<file path="config.mk">
export PLATFORM = sky130hd
export DESIGN_NAME = fspc_round
export DESIGN_NICKNAME = d
export VERILOG_FILES = /design/src/fspc_pkg.sv /design/src/fspc_round.sv
export SDC_FILE = /design/constraint.sdc
export NUM_CORES = 1
export LEC_CHECK = 0
export ABC_AREA = 1
export BUFFER_PORTS_ARGS = -buffer_cell sky130_fd_sc_hd__buf_2
export CAP_MARGIN = 5
export CORE_UTILIZATION = 43
export DETAILED_ROUTE_END_ITERATION = 8
export PLACE_DENSITY = 0.74
export SKIP_LAST_GASP = 1
export SLEW_MARGIN = 0
export SYNTH_ARGS = -nofsm -noshare
export SYNTH_HDL_FRONTEND = slang
export SYNTH_SLANG_ARGS = --single-unit
</file>
<file path="constraint.sdc">
create_clock -name clk -period 3.2 [get_ports clk]
set_input_delay 0.16 -clock clk [delete_from_list [all_inputs] [get_ports clk]]
set_output_delay 0.16 -clock clk [all_outputs]
set_load 0.05 [all_outputs]
</file>
<file path="src/fspc_pkg.sv">
`timescale 1ns / 1ps
// Shared types, constants and round functions for the Feistel block cipher.
package fspc_pkg;

  localparam int ROUNDS_DEF = 25;
  localparam int HALF_W     = 32;
  localparam int KEY_W      = 64;
  localparam int RIDX_W     = 5;
  localparam int CFG_IDX_W  = 2;

  // Configuration register indexes.
  localparam logic [CFG_IDX_W-1:0] REG_KEY_UPPER = 2'd0;
  localparam logic [CFG_IDX_W-1:0] REG_KEY_LOWER = 2'd1;

  localparam logic [63:0] KEY_KEEP_MASK = 64'hffff_ffff_ffff_ff00;

  typedef struct packed {
    logic [HALF_W-1:0] plain_left;
    logic [HALF_W-1:0] plain_right;
  } in_req_t;

  typedef struct packed {
    logic [HALF_W-1:0] cipher_left;
    logic [HALF_W-1:0] cipher_right;
  } out_req_t;

  // Everything one round cell holds for a block in flight.
  typedef struct packed {
    logic [HALF_W-1:0] left;
    logic [HALF_W-1:0] right;
    logic [KEY_W-1:0]  key_hi;
    logic [KEY_W-1:0]  key_lo;
  } stage_t;

  function automatic logic [3:0] sbox4(input logic [3:0] x);
    logic [3:0] y;
    case (x)
      4'h0: y = 4'h2;
      4'h1: y = 4'h9;
      4'h2: y = 4'h7;
      4'h3: y = 4'he;
      4'h4: y = 4'h1;
      4'h5: y = 4'hc;
      4'h6: y = 4'ha;
      4'h7: y = 4'h0;
      4'h8: y = 4'h4;
      4'h9: y = 4'h3;
      4'ha: y = 4'h8;
      4'hb: y = 4'hd;
      4'hc: y = 4'hf;
      4'hd: y = 4'h6;
      4'he: y = 4'h5;
      4'hf: y = 4'hb;
      default: y = 4'h0;
    endcase
    return y;
  endfunction

  function automatic logic [4:0] perm_pos(input int i);
    logic [4:0] p;
    case (i)
      0: p = 5'd20;   1: p = 5'd16;   2: p = 5'd28;   3: p = 5'd24;
      4: p = 5'd17;   5: p = 5'd21;   6: p = 5'd25;   7: p = 5'd29;
      8: p = 5'd22;   9: p = 5'd18;  10: p = 5'd30;  11: p = 5'd26;
      12: p = 5'd19; 13: p = 5'd23;  14: p = 5'd27;  15: p = 5'd31;
      16: p = 5'd11; 17: p = 5'd15;  18: p = 5'd3;   19: p = 5'd7;
      20: p = 5'd14; 21: p = 5'd10;  22: p = 5'd6;   23: p = 5'd2;
      24: p = 5'd9;  25: p = 5'd13;  26: p = 5'd1;   27: p = 5'd5;
      28: p = 5'd12; 29: p = 5'd8;   30: p = 5'd4;   31: p = 5'd0;
      default: p = 5'd0;
    endcase
    return p;
  endfunction

  function automatic logic [HALF_W-1:0] sub32(input logic [HALF_W-1:0] x);
    logic [HALF_W-1:0] y;
    for (int n = 0; n < HALF_W / 4; n++) begin
      y[4*n +: 4] = sbox4(x[4*n +: 4]);
    end
    return y;
  endfunction

  function automatic logic [HALF_W-1:0] perm32(input logic [HALF_W-1:0] x);
    logic [HALF_W-1:0] y;
    for (int i = 0; i < HALF_W; i++) begin
      y[perm_pos(i)] = x[i];
    end
    return y;
  endfunction

endpackage

</file>
<file path="src/fspc_round.sv">
`timescale 1ns / 1ps
// One round cell: applies a Feistel round and a key schedule step, then registers.
module fspc_round (
  input  logic                clk,
  input  logic                rst_n,
  input  logic                adv,
  input  logic [4:0]          rd_idx,
  input  logic                vld_in,
  input  fspc_pkg::stage_t    st_in,
  output logic                vld_out,
  output fspc_pkg::stage_t    st_out
);
  import fspc_pkg::*;

  logic              vld_r;
  logic              vld_nxt;
  stage_t            st_r;
  stage_t            st_nxt;
  logic [HALF_W-1:0] mix;
  logic [KEY_W-1:0]  hi_rot;
  logic [KEY_W-1:0]  lo_rot;
  logic [KEY_W-1:0]  hi_sub;

  always_comb begin
    mix = sub32({st_in.left[28:0], st_in.left[31:29]})
        ^ st_in.right
        ^ sub32({st_in.left[7:0], st_in.left[31:8]})
        ^ st_in.key_hi[HALF_W-1:0];

    // The 128-bit key rotates left by 13 across both words.
    hi_rot = {st_in.key_hi[50:0], st_in.key_lo[63:51]};
    lo_rot = {st_in.key_lo[50:0], st_in.key_hi[63:51]};
    hi_sub = (hi_rot & KEY_KEEP_MASK)
           | {56'd0, sbox4(hi_rot[7:4]), sbox4(hi_rot[3:0])};

    st_nxt.right  = perm32(st_in.left);
    st_nxt.left   = perm32(mix);
    st_nxt.key_lo = lo_rot;
    st_nxt.key_hi = {hi_sub[63:59] ^ rd_idx, hi_sub[58:0]};

    vld_nxt = vld_in;
  end

  always_ff @(posedge clk) begin
    if (!rst_n) begin
      vld_r <= 1'b0;
    end else if (adv) begin
      vld_r <= vld_nxt;
    end
  end

  always_ff @(posedge clk) begin
    if (adv) begin
      st_r <= st_nxt;
    end
  end

  assign vld_out = vld_r;
  assign st_out  = st_r;

endmodule

</file>
# Word-level counts from Yosys, hierarchy flattened

Memory sizes are Yosys's and may differ from the RTL's.
Cells that the tools add are included.

Input bits: 201
Memories kept: 18
Flip-flop bits (word level): 193
ROM bits: 1,152
Logic and storage cells: 28
Output and inout port bits: 193

Memory list:

| name             | words | bits a word | read ports | clocked after memory_dff | wr ports | RTL line       | source |
|---|---|---|---|---|---|---|---|
| (name not given) | 16    | 4           | 1          | 0                        | 0        | fspc_pkg.sv:37 | `case (x)` |
| (name not given) | 16    | 4           | 1          | 0                        | 0        | fspc_pkg.sv:37 |  |
| (name not given) | 16    | 4           | 1          | 0                        | 0        | fspc_pkg.sv:37 |  |
| (name not given) | 16    | 4           | 1          | 0                        | 0        | fspc_pkg.sv:37 |  |
| (name not given) | 16    | 4           | 1          | 0                        | 0        | fspc_pkg.sv:37 |  |
| (name not given) | 16    | 4           | 1          | 0                        | 0        | fspc_pkg.sv:37 |  |
| 12 more memories | n/a   | n/a         | n/a        | n/a                      | n/a      | n/a            |  |

Bitwise operators: 5

Operators by type and width:

| kind                                  | count |
|---|---|
| 32-bit XOR                            | 3 |
| 64-bit by 8-bit OR with 64-bit output | 1 |
| 5-bit XOR                             | 1 |

# Logic depth before layout (Yosys ltp)

An unclocked memory read counts as a cell.

Depth after elaboration: 4
Mapped depth: 12
Depth with buffers taken out: 11

# Least setup slack after synthesis

OpenSTA, ideal clock, no wires.

Kind: input to register
Start: input port st_in[176] in the netlist's numbering
End: register st_r, in the netlist st_out[182], data pin
Setup slack: 1.806 ns
Setup time: 0.252 ns
Buffers on the path: 0
Required time: 2.948 ns
Stages: 9
Data arrival time: 1.142 ns
Path through: inv_1 -> ha_1 -> or2_1 -> nand3_1 -> nand2_1 -> nand2_1 -> nand2_1 -> nand2_1 -> nand2_1

Longest elaborated chain between the ends: 3

Ends and longest elaborated chain:

| what                 | RTL line         | source |
|---|---|---|
| from (decl)          | fspc_round.sv:9  | `input fspc_pkg::stage_t st_in,` |
| memory 16 x 4 bit    | n/a              |  |
| 32-bit XOR           | fspc_round.sv:27 | `^ sub32({st_in.left[7:0], st_in.left[31:8]})` |
| 32-bit XOR           | fspc_round.sv:28 | `^ st_in.key_hi[HALF_W-1:0];` |
| net mix[8]           | fspc_round.sv:19 | `logic [HALF_W-1:0] mix;` |
| to (signal assigned) | fspc_round.sv:54 | `st_r <= st_nxt;` |
| to (decl)            | fspc_round.sv:17 | `stage_t st_r;` |

The timed path passes the listed nets, and every way through them passes these cells.
A chain may end at the register's enable or synchronous reset.

==> out/qor.log <==
qor: synth.netlist_area 0.0109 mm²
qor: power.ir_drop 398 µV
qor: power.clockPowerShare 0.299
qor: run.max_cap_viol_count 0
qor: synth.ys_ff_latch 193
qor: synth.syn-num-nets 1417
qor: setup_path.cp.required 3570 ps
qor: grt.use_met3 0.0514
qor: synth.synth_cell_type_count 25
qor: place.gp_congestion 0.851
qor: grt.grt_most_used_layer met2
qor: place.dp.final_hpwl 22600 µm
qor: cts.longest_clk_path_bufs 2
qor: cts.numCtsBuffers 17
qor: setup_path.worstSetupEndpointType register
qor: grt.global_route.usage.total 0.235
qor: final_layout.post_route_cells_drive_above_1_share 0.277
qor: timing.setup_repair_after_global_routing_missed_its_margin no
qor: grt.met1_usage 0.274
qor: cts.clock_latency 420 ps
qor: final_layout.area_growth_syn_to_layout 36.6%
qor: timing.timing.max_slew.rel_slack 0.646
qor: timing.hold_viol_final 0
qor: routing.average_via_count_per_standard_cell 4.83
qor: cts.cts.reportedPaths.clkPinSlew 80 ps
qor: synth.post_synth.cell_area_avg 9.84 µm²
qor: cts.cts-htree-levels 4
qor: cts.post_cts.repair.setup_buffers 0
qor: timing.final-setup-viol-count 0
qor: floorplan.design.core.area 0.0246 mm²
qor: routing.ant_nets 0
qor: routing.drt-wirelength-per-cell 15.8 µm
qor: power.power.share.combinational 0.283
qor: timing.setup_tns 0 ps
qor: timing.slew_violations 0
qor: final_layout.fin_area 0.0149 mm²
qor: power.intPower 4770 µW
qor: final_layout.most-common-layout-cells 392 x buf_2, 386 x nand2_1, 192 x edfxtp_1, 117 x dlygate4sd3_1, 109 x inv_1
qor: place.pre_cts_ws 1410 ps
qor: grt.first_global_vias 8994
qor: grt.maximum_number_of_pins_on_one_net_before_global_route_repair 68
qor: timing.fin_crit_sh 0.456
qor: synth.yosysSeqAreaShare 0.531
qor: final_layout.most_common_cell_after_layout_fill_and_taps_aside buf_2
qor: synth.syn_inst 1108
qor: power.power_per_cell_area 501 mW/mm²
qor: timing.worst_clock_skew 0 ps
qor: cts.cts.sinks 193
qor: power.netSwitchingFraction 0.361
qor: setup_path.timing_worst_setup_path_type in2reg
qor: floorplan.dieArea 0.0260 mm²
qor: power.cellLeakagePower 0.00732 µW
qor: place.dpl_cell_area 0.0131 mm²
qor: timing.worst_slew_pin_slew 532 ps
qor: floorplan.floorplan.io_pins 394
qor: routing.drtPass1Iterations 5
qor: hold_path.hold_wc_path_type in2reg
qor: floorplan.dieHeight 161 µm
qor: routing.route.final.wire_length 30800 µm
qor: floorplan.die_width 161 µm
qor: floorplan.floorplan.rows 57
qor: final_layout.final_nets 1925
qor: power.report.power.total 7470 µW
qor: setup_path.setup.worst_path.start_class primary input
qor: timing.final.min_clock_period 1460 ps
qor: routing.dr_total_vias 9444
qor: setup_path.worst-endpoint-arrival 1830 ps
qor: grt.grt_overflow_total 0
qor: grt.initial_antenna_violation_count 2
qor: power.seq_power_share 0.418
qor: grt.grt_pass1_wl 47000 µm
qor: synth.yosysWarningCount 0
qor: grt.groute.layer.met2.usage 0.421
qor: place.io_buffer_count 393
qor: cts.cts_tree built
qor: routing.drtIter0Drc 792
qor: final_layout.final.fill_count 2091
qor: floorplan.start_util 0.443
qor: routing.drc_errors 0
qor: power.power_switching 2700 µW
qor: timing.fin_ws 1740 ps
qor: setup_path.crit_fanout 67
qor: status.run_status complete, no violations
qor: cts.cts-root-buf clkbuf_16
qor: timing.fmaxAchievable 685 MHz
-- cell type report --
| cell class | instances | area [µm²] | area share |
|---|---|---|---|
| multi-input combinational | 767 | 4430 | 0.297 |
| timing repair buffer | 513 | 3180 | 0.214 |
| clock inverter | 15 | 193 | 0.0129 |
| clock buffer | 17 | 425 | 0.0285 |
| antenna | 2 | 5.00 | 0.000336 |
| sequential | 193 | 5790 | 0.388 |
| inverter | 124 | 473 | 0.0317 |
| tap | 324 | 405 | 0.0272 |
-- layer usage --
metal / wire [µm] / vias to the layer above
li1: - / 4676
met1: 12400 / 4368
met2: 15500 / 349
met3: 1940 / 51
met4: 1030 / 0
met5: 0 / -
-- kinds of logic after synthesis --
family | after synthesis | share of synthesized area
compound gates | 100 | 0.0516
xor+xnor | 37 | 0.0297
fa+ha+maj | 108 | 0.124
buf+inv | 148 | 0.0630
flops | 193 | 0.531
mux | 1 | 0.000918
simple gates | 521 | 0.200
-- per-stage QoR --
| stage | std cells | util | hold slack (ps) |
|---|---|---|---|
| 2_1_floorplan | 1108 | - | 253 |
| 3_3_place_gp | 1804 | 0.533 | 336 |
| 3_5_place_dp | 1804 | 0.533 | 338 |
| 4_1_cts | 1953 | 0.605 | 9.22 |
| 5_1_grt | 1954 | 0.605 | 19.6 |
| 6_report | 1955 | 0.606 | 26.1 |
-- repair_timing --
item,CTS,global route
hold endpoints to repair,116,0
gates resized for setup,0,0
hold buffers,117,0
-- cells in the mapped netlist, drive strengths merged --
cell / number / area share
a211oi: 1 / 0.00069
a21oi: 10 / 0.0046
a31oi: 1 / 0.00057
buf: 24 / 0.020
clkinv: 1 / 0.00034
dfxtp: 1 / 0.0018
edfxtp: 192 / 0.53
ha: 108 / 0.12
inv: 123 / 0.043
mux2i: 1 / 0.00092
nand2: 388 / 0.13
nand3: 80 / 0.037
nand3b: 32 / 0.022
nor2: 20 / 0.0069
o211ai: 10 / 0.0069
o21ai: 78 / 0.039
or2: 1 / 0.00057
xnor2: 20 / 0.016
xor2: 17 / 0.014
-- state kept, by name (all words and copies together), names as in the netlist --
name / count
vld_out: 1
st_out: 192
-- power by group through the flow --
stage	clock network (µW)	logic (µW)	registers, µW
2_1_floorplan	0	572	4010
3_3_place_gp	0	1970	3170
3_5_place_dp	0	2000	3180
4_1_cts	2290	2120	3120
5_1_grt	2380	2270	3150
6_report	2230	2110	3120
-- final timing paths --
kind / from / endpoint / slack (ps) / depth (start not counted)
max: adv / vld_out$_SDFFE_PN0P_ / 1740 / 5
max reg2reg: vld_out$_SDFFE_PN0P_ / vld_out$_SDFFE_PN0P_ / 1990 / 3
min reg2reg: vld_out$_SDFFE_PN0P_ / vld_out$_SDFFE_PN0P_ / 1110 / 3
min: st_in[110] / st_out[123]$_DFFE_PP_ / 30 / 2
-- worst max-delay path, stage by stage --
cell and delay (ps):
clkbuf_8 390, buf_12 370, o21ai_0 140, a21oi_1 130, dlygate4sd3_1 560
(Power assumes the default switching activity.)
